## config.mk

```make
export PLATFORM = sky130hd
export DESIGN_NAME = emg_block_average_grip_mode
export DESIGN_NICKNAME = d
export VERILOG_FILES = /design/src/emgbam_pkg.sv /design/src/emgbam_cfg.sv /design/src/emgbam_level.sv /design/src/emgbam_mode.sv /design/src/emg_block_average_grip_mode.sv
export VERILOG_INCLUDE_DIRS = /design/src /design/src/src
export SDC_FILE = /design/constraint.sdc
export NUM_CORES = 1
export LEC_CHECK = 0
export CELL_PAD_IN_SITES_DETAIL_PLACEMENT = 1
export CELL_PAD_IN_SITES_GLOBAL_PLACEMENT = 1
export CORE_ASPECT_RATIO = 0.75
export CORE_UTILIZATION = 39
export CTS_CLUSTER_SIZE = 10
export DETAILED_ROUTE_END_ITERATION = 10
export DONT_BUFFER_PORTS = 1
export GPL_TIMING_DRIVEN = 0
export PLACE_DENSITY_LB_ADDON = 0.1
export SKIP_LAST_GASP = 1
export SLEW_MARGIN = 20
export SYNTH_ARGS = -nofsm -noshare
export SYNTH_HDL_FRONTEND = slang
export SYNTH_SLANG_ARGS = --single-unit
```

## constraint.sdc

```tcl
create_clock -name clk -period 14.2 [get_ports clk]
set_input_delay 0.71 -clock clk [delete_from_list [all_inputs] [get_ports clk]]
set_output_delay 0.71 -clock clk [all_outputs]
set_load 0.05 [all_outputs]
```

## src/emg_block_average_grip_mode_defines.svh

```systemverilog
// Assertion macros for the EMG block averager.
// Taken in by the modules that carry concurrent checks; needs clk and rst_n in scope.
`ifndef EMG_BLOCK_AVERAGE_GRIP_MODE_DEFINES_SVH
`define EMG_BLOCK_AVERAGE_GRIP_MODE_DEFINES_SVH

// Check a property on every rising edge once reset is released.
`define EMGBAM_ASSERT(label, prop, msg) \
  label: assert property (@(posedge clk) disable iff (!rst_n) (prop)) else $error(msg);

// Check that a condition implies a property on the next edge.
`define EMGBAM_ASSERT_NEXT(label, cond, prop, msg) \
  label: assert property (@(posedge clk) disable iff (!rst_n) (cond) |=> (prop)) else $error(msg);

`endif

```

## src/emgbam_pkg.sv

```systemverilog
// Shared types, constants and helpers for the EMG block averager.
// No dependencies; used by every module of the block.
package emgbam_pkg;

  localparam int WINDOW     = 20;
  localparam int SAMPLE_W   = 10;
  localparam int GAIN_W     = 4;
  localparam int THR_W      = 10;
  localparam int CNT_W      = 5;
  localparam int SUM_W      = 15;
  localparam int LEVEL_W    = 18;
  localparam int WIDE_W     = 20;
  localparam int CFG_IDX_W  = 2;
  localparam int CFG_DATA_W = 10;

  localparam logic [GAIN_W-1:0]     GAIN_FULL     = GAIN_W'(10);
  localparam logic [WIDE_W-1:0]     LEVEL_SCALE   = WIDE_W'(10 * WINDOW);
  localparam logic [WIDE_W-1:0]     WINDOW_WIDE   = WIDE_W'(WINDOW);
  localparam logic [CNT_W-1:0]      WINDOW_CNT    = CNT_W'(WINDOW);
  localparam logic [LEVEL_W-1:0]    LEVEL_MAX     = {LEVEL_W{1'b1}};

  localparam logic [GAIN_W-1:0]     GAIN_RST      = GAIN_W'(10);
  localparam logic [THR_W-1:0]      CLOSE_THR_RST = THR_W'(557);
  localparam logic [THR_W-1:0]      LEVEL_THR_RST = THR_W'(702);

  localparam logic [CFG_IDX_W-1:0]  CFG_GAIN      = 2'd0;
  localparam logic [CFG_IDX_W-1:0]  CFG_CLOSE_THR = 2'd1;
  localparam logic [CFG_IDX_W-1:0]  CFG_LEVEL_THR = 2'd2;

  typedef enum logic [1:0] {
    MODE_OPEN   = 2'd0,
    MODE_CLOSED = 2'd1,
    MODE_LEVEL  = 2'd2
  } mode_t;

  typedef struct packed {
    logic [GAIN_W-1:0] gain;
    logic [THR_W-1:0]  close_thr;
    logic [THR_W-1:0]  level_thr;
  } cfg_t;

  typedef struct packed {
    logic [LEVEL_W-1:0] level;
    logic               fresh;
  } lvl_res_t;

  // Threshold in ADC counts moved to the level's scale of 10*WINDOW.
  function automatic logic [WIDE_W-1:0] scale_thr(input logic [THR_W-1:0] thr);
    scale_thr = WIDE_W'(thr) * LEVEL_SCALE;
  endfunction

endpackage

```

## src/emgbam_cfg.sv

```systemverilog
// Configuration registers: blend gain and the two mode thresholds.
// Depends on emgbam_pkg.
module emgbam_cfg (
  input  logic                                clk,
  input  logic                                rst_n,
  input  logic                                wr_en,
  input  logic [emgbam_pkg::CFG_IDX_W-1:0]    wr_index,
  input  logic [emgbam_pkg::CFG_DATA_W-1:0]   wr_data,
  output emgbam_pkg::cfg_t                    cfg
);

  emgbam_pkg::cfg_t cfg_r;
  emgbam_pkg::cfg_t cfg_nxt;

  always_comb begin
    cfg_nxt = cfg_r;
    if (wr_en) begin
      case (wr_index)
        emgbam_pkg::CFG_GAIN:      cfg_nxt.gain      = wr_data[emgbam_pkg::GAIN_W-1:0];
        emgbam_pkg::CFG_CLOSE_THR: cfg_nxt.close_thr = wr_data[emgbam_pkg::THR_W-1:0];
        emgbam_pkg::CFG_LEVEL_THR: cfg_nxt.level_thr = wr_data[emgbam_pkg::THR_W-1:0];
        default:                   cfg_nxt = cfg_r;
      endcase
    end
  end

  always_ff @(posedge clk) begin
    if (!rst_n) begin
      cfg_r.gain      <= emgbam_pkg::GAIN_RST;
      cfg_r.close_thr <= emgbam_pkg::CLOSE_THR_RST;
      cfg_r.level_thr <= emgbam_pkg::LEVEL_THR_RST;
    end else begin
      cfg_r <= cfg_nxt;
    end
  end

  assign cfg = cfg_r;

endmodule

```

## src/emgbam_level.sv

```systemverilog
// Window accumulator and level blend: sample count, running sum, level.
// Depends on emgbam_pkg and the assertion macro header.
`include "emg_block_average_grip_mode_defines.svh"

module emgbam_level (
  input  logic                               clk,
  input  logic                               rst_n,
  input  logic                               step,
  input  logic [emgbam_pkg::SAMPLE_W-1:0]    sample,
  input  logic [emgbam_pkg::GAIN_W-1:0]      gain,
  output emgbam_pkg::lvl_res_t               res
);

  logic [emgbam_pkg::CNT_W-1:0]   count_r, count_nxt;
  logic [emgbam_pkg::SUM_W-1:0]   sum_r, sum_nxt;
  logic [emgbam_pkg::LEVEL_W-1:0] level_r, level_nxt;

  logic                           window_full;
  logic [emgbam_pkg::GAIN_W-1:0]  gain_c;
  logic [emgbam_pkg::GAIN_W-1:0]  gain_rest;
  logic [emgbam_pkg::WIDE_W-1:0]  avg_part;
  logic [emgbam_pkg::WIDE_W-1:0]  new_part;
  logic [emgbam_pkg::WIDE_W-1:0]  blend;

  assign window_full = (count_r >= emgbam_pkg::WINDOW_CNT);

  // Clamp gain to ten tenths.
  assign gain_c    = (gain > emgbam_pkg::GAIN_FULL) ? emgbam_pkg::GAIN_FULL : gain;
  assign gain_rest = emgbam_pkg::GAIN_FULL - gain_c;

  assign avg_part = emgbam_pkg::WIDE_W'(sum_r) * emgbam_pkg::WIDE_W'(gain_c);
  assign new_part = emgbam_pkg::WIDE_W'(sample) * emgbam_pkg::WIDE_W'(gain_rest)
                    * emgbam_pkg::WINDOW_WIDE;
  assign blend    = avg_part + new_part;

  always_comb begin
    count_nxt = count_r;
    sum_nxt   = sum_r;
    level_nxt = level_r;
    if (step) begin
      if (window_full) begin
        level_nxt = (blend > emgbam_pkg::WIDE_W'(emgbam_pkg::LEVEL_MAX))
                    ? emgbam_pkg::LEVEL_MAX : blend[emgbam_pkg::LEVEL_W-1:0];
        count_nxt = '0;
        sum_nxt   = '0;
      end else begin
        sum_nxt   = sum_r + emgbam_pkg::SUM_W'(sample);
        count_nxt = count_r + emgbam_pkg::CNT_W'(1);
      end
    end
  end

  always_ff @(posedge clk) begin
    if (!rst_n) begin
      count_r <= '0;
      sum_r   <= '0;
      level_r <= '0;
    end else begin
      count_r <= count_nxt;
      sum_r   <= sum_nxt;
      level_r <= level_nxt;
    end
  end

  assign res.level = level_nxt;
  assign res.fresh = step & window_full;

  `EMGBAM_ASSERT(a_count_bound, count_r <= emgbam_pkg::WINDOW_CNT, "sample count past window")
  `EMGBAM_ASSERT_NEXT(a_window_clear, step && window_full, count_r == '0 && sum_r == '0, "no clear")

endmodule

```

## src/emgbam_mode.sv

```systemverilog
// Three-state grip mode with threshold hysteresis.
// Depends on emgbam_pkg and the assertion macro header.
`include "emg_block_average_grip_mode_defines.svh"

module emgbam_mode (
  input  logic                               clk,
  input  logic                               rst_n,
  input  logic                               step,
  input  logic [emgbam_pkg::LEVEL_W-1:0]     level,
  input  logic [emgbam_pkg::THR_W-1:0]       close_thr,
  input  logic [emgbam_pkg::THR_W-1:0]       level_thr,
  output logic [1:0]                         grip_mode
);

  emgbam_pkg::mode_t mode_r, mode_nxt;

  logic [emgbam_pkg::WIDE_W-1:0] level_w;
  logic                          above_close;
  logic                          above_level;

  assign level_w     = emgbam_pkg::WIDE_W'(level);
  assign above_close = level_w >= emgbam_pkg::scale_thr(close_thr);
  assign above_level = level_w >= emgbam_pkg::scale_thr(level_thr);

  // Next state: one step per item.
  always_comb begin
    mode_nxt = mode_r;
    if (step) begin
      case (mode_r)
        emgbam_pkg::MODE_CLOSED: begin
          if (!above_close) begin
            mode_nxt = emgbam_pkg::MODE_OPEN;
          end else if (above_level) begin
            mode_nxt = emgbam_pkg::MODE_LEVEL;
          end
        end
        emgbam_pkg::MODE_LEVEL: begin
          if (!above_level) begin
            mode_nxt = emgbam_pkg::MODE_CLOSED;
          end
        end
        default: begin
          mode_nxt = above_close ? emgbam_pkg::MODE_CLOSED : emgbam_pkg::MODE_OPEN;
        end
      endcase
    end
  end

  // Output: mode after this item.
  always_comb begin
    grip_mode = mode_nxt;
  end

  always_ff @(posedge clk) begin
    if (!rst_n) begin
      mode_r <= emgbam_pkg::MODE_OPEN;
    end else begin
      mode_r <= mode_nxt;
    end
  end

  `EMGBAM_ASSERT_NEXT(a_no_skip, mode_r == emgbam_pkg::MODE_OPEN, mode_r != emgbam_pkg::MODE_LEVEL, "grip mode skipped closed")

endmodule

```

## src/emg_block_average_grip_mode.sv

```systemverilog
// A sample is taken into the input register, then into the result register that drives out_*.
// Throughput: one sample per cycle unless out_ready stalls; these registers are two stages.
// in_ready falls only while a result waits and the input register is also full.
// Reset (rst_n low, synchronous): count, sum, level and mode clear to zero (open);
// gain returns to 10, thresholds to 557 and 702. No clearing pass.
// Depends on emgbam_pkg, emgbam_cfg, emgbam_level, emgbam_mode and the macro header.
`include "emg_block_average_grip_mode_defines.svh"

module emg_block_average_grip_mode (
  input  logic                               clk,
  input  logic                               rst_n,
  input  logic                               in_valid,
  output logic                               in_ready,
  input  logic [emgbam_pkg::SAMPLE_W-1:0]    in_emg_sample,
  output logic                               out_valid,
  input  logic                               out_ready,
  output logic [1:0]                         out_grip_mode,
  output logic [emgbam_pkg::LEVEL_W-1:0]     out_emg_level,
  output logic                               out_level_fresh,
  input  logic                               cfg_valid,
  output logic                               cfg_ready,
  input  logic [emgbam_pkg::CFG_IDX_W-1:0]   cfg_index,
  input  logic [emgbam_pkg::CFG_DATA_W-1:0]  cfg_data
);

  emgbam_pkg::cfg_t     cfg;
  emgbam_pkg::lvl_res_t lvl_res;

  logic                               in_valid_r;
  logic [emgbam_pkg::SAMPLE_W-1:0]    in_sample_r;
  logic                               out_valid_r;
  logic [1:0]                         out_mode_r;
  logic [emgbam_pkg::LEVEL_W-1:0]     out_level_r;
  logic                               out_fresh_r;

  logic                               out_free;
  logic                               step;
  logic [1:0]                         mode_next;

  assign cfg_ready = 1'b1;

  emgbam_cfg u_cfg (
    .clk      (clk),
    .rst_n    (rst_n),
    .wr_en    (cfg_valid),
    .wr_index (cfg_index),
    .wr_data  (cfg_data),
    .cfg      (cfg)
  );

  // Result register can take a new beat when empty or being drained.
  assign out_free = !out_valid_r || out_ready;
  assign step     = in_valid_r && out_free;
  assign in_ready = !in_valid_r || out_free;

  emgbam_level u_level (
    .clk    (clk),
    .rst_n  (rst_n),
    .step   (step),
    .sample (in_sample_r),
    .gain   (cfg.gain),
    .res    (lvl_res)
  );

  emgbam_mode u_mode (
    .clk       (clk),
    .rst_n     (rst_n),
    .step      (step),
    .level     (lvl_res.level),
    .close_thr (cfg.close_thr),
    .level_thr (cfg.level_thr),
    .grip_mode (mode_next)
  );

  always_ff @(posedge clk) begin
    if (!rst_n) begin
      in_valid_r  <= 1'b0;
      out_valid_r <= 1'b0;
    end else begin
      if (in_ready) begin
        in_valid_r <= in_valid;
      end
      if (out_free) begin
        out_valid_r <= in_valid_r;
      end
    end
  end

  always_ff @(posedge clk) begin
    if (in_valid && in_ready) begin
      in_sample_r <= in_emg_sample;
    end
    if (step) begin
      out_mode_r  <= mode_next;
      out_level_r <= lvl_res.level;
      out_fresh_r <= lvl_res.fresh;
    end
  end

  assign out_valid       = out_valid_r;
  assign out_grip_mode   = out_mode_r;
  assign out_emg_level   = out_level_r;
  assign out_level_fresh = out_fresh_r;

  `EMGBAM_ASSERT_NEXT(a_hold_input, in_valid_r && !out_free, in_valid_r && $stable(in_sample_r), "input beat lost while stalled")

endmodule

```

* After elaboration in Yosys (flattened, before gate mapping)
Index checks and enable logic that the tools add are counted.
Operators by class: divide/modulo/power cells 0, muxes and demuxes 12, reductions and logical operators 10, equality and inequality tests 4, bitwise gates (word level) 1, multiply operators 5, $lt $le $gt $ge 5, shift operators 0, $add $sub $neg 4
Operators by type and width (count):
- $mux W18 | 3
- $ge A18 B18 Y1 | 2
- $mul A10 B5 Y15 const B | 2
- $add A19 B19 Y20 | 1
- $gt A20 B18 Y1 const B | 1
- $mul A15 B4 Y19 | 1
- $mul A14 B3 Y17 const B | 1
- $add A15 B10 Y15 | 1
- $mux W15 | 1
- $mul A10 B4 Y14 | 1
- $mux W2 | 4
- $reduce_and A2 Y1 | 3
- $add A5 B1 Y5 const B | 1
- $ge A5 B5 Y1 const B | 1
- $mux W5 | 1
- $eq A2 B1 Y1 const B | 2
- $eq A2 B2 Y1 const B | 2
- $gt A4 B4 Y1 const B | 1
- $mux W4 | 1
- $pmux W2 S2 | 1
- $sub A4 B4 Y4 const A | 1
- $logic_and A1 B1 Y1 | 2
- $logic_not A1 Y1 | 2
- $logic_not A2 Y1 | 1
- other kinds (3) | 4
Storage, ports and cells: word-level logic and storage cells 54, memories 0, bits in latches 0, bits in read-only memories 0, bits in writable memories 0, flip-flop bits (word level) 97, output and inout port bits 24

* Depth between registers and ports, before layout
depth in word-level cells 15, depth in mapped cells 48

* Modules after synthesis
From an unflattened synthesis, not the netlist that was laid out.
Unflattened totals: cells, all modules 1213, area total of the unflattened synthesis 10816.6 sq um
By module, submodules not included:
- emgbam_level | seq. area each 760.7 sq um, instances 1, area each 6211.0 sq um, cells each 769
- emgbam_mode | seq. area each 40.0 sq um, instances 1, area each 2580.0 sq um, cells each 304
- emg_block_average_grip_mode | seq. area each 970.9 sq um, instances 1, area each 1046.0 sq um, cells each 42
- emgbam_cfg | seq. area each 480.5 sq um, instances 1, area each 979.7 sq um, cells each 98

* Worst setup path after synthesis
No wires, ideal clock.
kind register -> register, from register, netlist name u_cfg.cfg[23], to register out_mode_r[0] (netlist: out_grip_mode[0]) (data pin), arrival time 9930 ps, data required time 13943 ps, path slack 4013 ps, buffers on the path 4, period minus slack after synthesis 10187 ps, cell stages (with the launch flop) 48, path through dfxtp_1 > clkbuf_1 > a21o_1 > buf_1 > ha_1 > xor2_1 > nand2_1 > fa_1 > inv_1 > fa_1 > inv_1 > fa_1 > nor2b_1 > o21ai_0 > a21boi_1 > o21ai_0 > a21boi_1 > o21ai_0 > (+12 left out) > a21oi_1 > a21boi_0 > a311oi_1 > o31ai_1 > xor2_1 > or4_1 > buf_2 > buf_2 > o22a_1 > ha_1 > nand3_1 > nor2_1 > nand2_1 > or3_1 > or3_1 > o31ai_1 > a21oi_1 > a31o_1
RTL lines:
- end signal, assigned | RTL line emg_block_average_grip_mode.sv:94 | out_mode_r <= mode_next;
- end, declared | RTL line emg_block_average_grip_mode.sv:32 | logic [1:0] out_mode_r;

==> impl_metrics.csv <==
group,metric,value,unit
clock_network,cts_tree,"done",
cells_and_area,drive_above_1_share,0.03297,
pwr,seqPwrFrac,0.384,
sta,slew_viol_final,0,
detailed_routing,wl_met2,10730,µm
yosys,synthDistinctLibCells,66,
min_path,worstHoldEndpoint,"in_sample_r[4]",
detailed_routing,via_per_inst,5.212,
yosys,seq_area_frac_synth,0.2172,
pwr,pwr_density_cell,74.41,mW/mm²
pwr,p_sw,0.2843,mW
critical_path,critPathBufInv,8,
yosys,synth_area,0.01037,mm²
detailed_routing,drt_iter0_markers,373,
floorplanning,die-area,0.02725,mm²
critical_path,cp_top_family,"compound AO/OA/AOI/OAI gates",
yosys,avgSynthCellArea,8.885,µm²
sta,final.setup.tns,0,ns
critical_path,crit_type,"reg2reg",
yosys,synth_edf_count,31,
detailed_routing,ant_nets,0,
placement,portBuffers,0,
critical_path,reg2reg_depth,48,
min_path,whs_path_depth,0,
critical_path,critical_path_required,14.27,ns
sta,max_freq,79.12,MHz
grt,grt_max_degree,31,
critical_path,crit_path_max_fanout,10,
detailed_routing,drt-met1-wl,15580,µm
pwr,comb_power_share,0.303,
cells_and_area,area_delta_synth_final,7.144,%
yosys,ys.flop_type,"dfxtp_1",
detailed_routing,drtPass1Iterations,5,
floorplanning,die_width,190.3,µm
critical_path,critPathSlowestCell,"xor2_1",
detailed_routing,drc,0,
placement,post_dp_cell_area,0.01080,mm²
grt,antenna_found_initial,0,
sta,rsz0062_at_grt,"no",
outcome,status,"finished, final reports clean",
pwr,p_clk_frac,0.313,
job,drv_cap,0,
sta,setup_violations,0,
sta,fin_crit,12.64,ns
detailed_routing,wl_per_cell,18.04,µm
pwr,leakage,5.604,nW
cells_and_area,final_common_cell,"inv_1",
detailed_routing,wl_met3,1016,µm
clock_network,clockRootBuffer,"clkbuf_16",
critical_path,cp_common_cell,"ha_1",
pwr,switching_share,0.3439,
pwr,p_total,0.8267,mW
pwr,peakVddDrop,0.06120,mV
critical_path,regToRegSetupSlack,1.56,ns
clock_network,clkTransAtPathRegs,0.07,ns
sta,fin_skew,0.008992,ns
sta,hold_viol,0,
floorplanning,row_count,51,
detailed_routing,routed.top_layer,"met4",
pwr,p_int,0.5423,mW
cells_and_area,diodes,0,
clock_network,clk_latency,0.36,ns
min_path,worstHoldStart,"in_emg_sample[4]",
yosys,netlist_instances,1167,
critical_path,cp-end-kind,"flop",
clock_network,cts_setup_buffers,0,
critical_path,r2r_end,"out_grip_mode[1]",
yosys,synth_fp_nets,1442,
sta,worst_pin_slew,1.019,ns
floorplanning,start_util,0.3983,
floorplanning,die_h,143.2,µm
placement,gp_congestion,0.8210,
detailed_routing,wirelength,27550,µm
critical_path,start_kind,"flop",
sta,min_period_over_period,0.8901,
clock_network,clkSinkCount,97,
critical_path,max_stage_delay,0.66,ns
cells_and_area,finalNetCount,1453,
yosys,async_flop_share,0,
clock_network,hold_buffers,0,
clock_network,cts_resized,0,
placement,dp_hpwl,23430,µm
detailed_routing,vias,7959,
clock_network,htree_levels,3,
critical_path,cp.arrival,12.71,ns
yosys,ys_seq_elements,97,
clock_network,cts_made_buffers,9,
floorplanning,ios,51,
yosys,yosysWarnings,0,
min_path,hold_path.class,"in2reg",
cells_and_area,fin_area,0.01111,mm²
sta,slew_headroom,0.3195,
grt,track_usage,0.2138,
cells_and_area,final_cell_mix,"inv_1, ha_1, nand2_1, fa_1, dfxtp_1",
grt,grt_pass1_vias,8211,
floorplanning,core,0.02604,mm²
grt,overflow,0,
critical_path,r2r_start,"u_cfg.cfg[23]",
clock_network,clock_path_buffers,2,
grt,grt_pass1_wl,44750,µm
[worst max path at each step]
stage	startpoint	endpoint	slack, ns	depth (start not counted)
5_1_grt	u_cfg.cfg[23]	out_grip_mode[1]	0.49	48
3_3_place_gp	u_cfg.cfg[23]	out_grip_mode[1]	1.85	48
2_1_floorplan	u_cfg.cfg[23]	out_grip_mode[0]	4.01	47
4_1_cts	u_cfg.cfg[23]	out_grip_mode[1]	1.60	48
3_5_place_dp	u_cfg.cfg[23]	out_grip_mode[1]	1.65	48
6_report	u_cfg.cfg[23]	out_grip_mode[1]	1.56	48
[layout make-up]
| class | count | area, µm² |
|---|---|---|
| Fill cell | 3067 | 14930 |
| Multi-Input combinational cell | 855 | 7307 |
| Sequential cell | 97 | 2252 |
| Inverter | 185 | 694.4 |
| Tap cell | 344 | 430.4 |
| Clock buffer | 10 | 239.0 |
| Buffer | 30 | 120.1 |
| Clock inverter | 6 | 66.31 |
[per-stage QoR]
step | worst slack (ns) | util | std cells | hold WS (ns)
after floorplan | 4.013 | - | 1167 | 0.4697
after global placement | 1.845 | 0.4148 | 1511 | 0.4977
after detailed placement | 1.655 | 0.4150 | 1511 | 0.5014
after CTS | 1.599 | 0.4267 | 1527 | 0.4304
after global routing | 0.4864 | 0.4267 | 1527 | 0.4282
final | 1.560 | 0.4267 | 1527 | 0.4447
[per-layer routing]
layer | track usage | vias up
li1 | - | 3958
met1 | 0.3349 | 3886
met2 | 0.3043 | 100
met3 | 0.03711 | 15
met4 | 0.03326 | 0
met5 | 0 | -
[power groups by stage]
stage / Combinational, mW / Sequential [mW] / Clock, mW
detailed placement: 0.253 / 0.324 / 0
floorplan: 0.197 / 0.317 / 0
CTS: 0.255 / 0.318 / 0.266
global placement: 0.245 / 0.324 / 0
global route: 0.295 / 0.319 / 0.275
finish: 0.250 / 0.317 / 0.259
[cells by family after synthesis]
logic type / synth area share
muxes: 0.006999
AOI/OAI and AO/OA: 0.1430
xor gates and xnor gates: 0.04899
DFF: 0.2172
adders and majority gates: 0.3499
buffers and inverters: 0.07856
and+or+nand+nor: 0.1549
other: 0.0003617
[sequential cells by signal (all words and copies together), names as in the netlist]
| register | cells |
|---|---|
| out_level_fresh | 1 |
| u_level.level_r | 18 |
| out_grip_mode | 2 |
| in_sample_r | 10 |
| u_cfg.cfg | 24 |
| u_mode.mode_r | 2 |
| out_valid | 1 |
| u_level.count_r | 5 |
| u_level.sum_r | 15 |
| in_valid_r | 1 |
| out_emg_level | 18 |
[cells in the mapped netlist (all sizes together) (18+ instances only)]
cell	number	share of area
nand2	108	0.039
xor2	27	0.023
and2	45	0.027
a21o	25	0.018
and3	23	0.014
xnor2	31	0.026
nor2	53	0.019
dfxtp	66	0.13
clkbuf	23	0.0083
fa	70	0.14
ha	178	0.21
nand3	20	0.0097
nor2b	18	0.011
edfxtp	31	0.090
a21oi	65	0.031
o21ai	36	0.018
inv	183	0.066
[worst reg2reg max path: cells and delay by family, from the launching register on]
kind,cells,cell delay (ns)
AOI/OAI and AO/OA,23,4.64
xor gates and xnor gates,3,1.06
adders and majority gates,9,3.64
buffers and inverters,8,1.63
DFF,1,0.33
and+or+nand+nor,5,1.06
No activity file was read; power rests on OpenSTA's default activity.
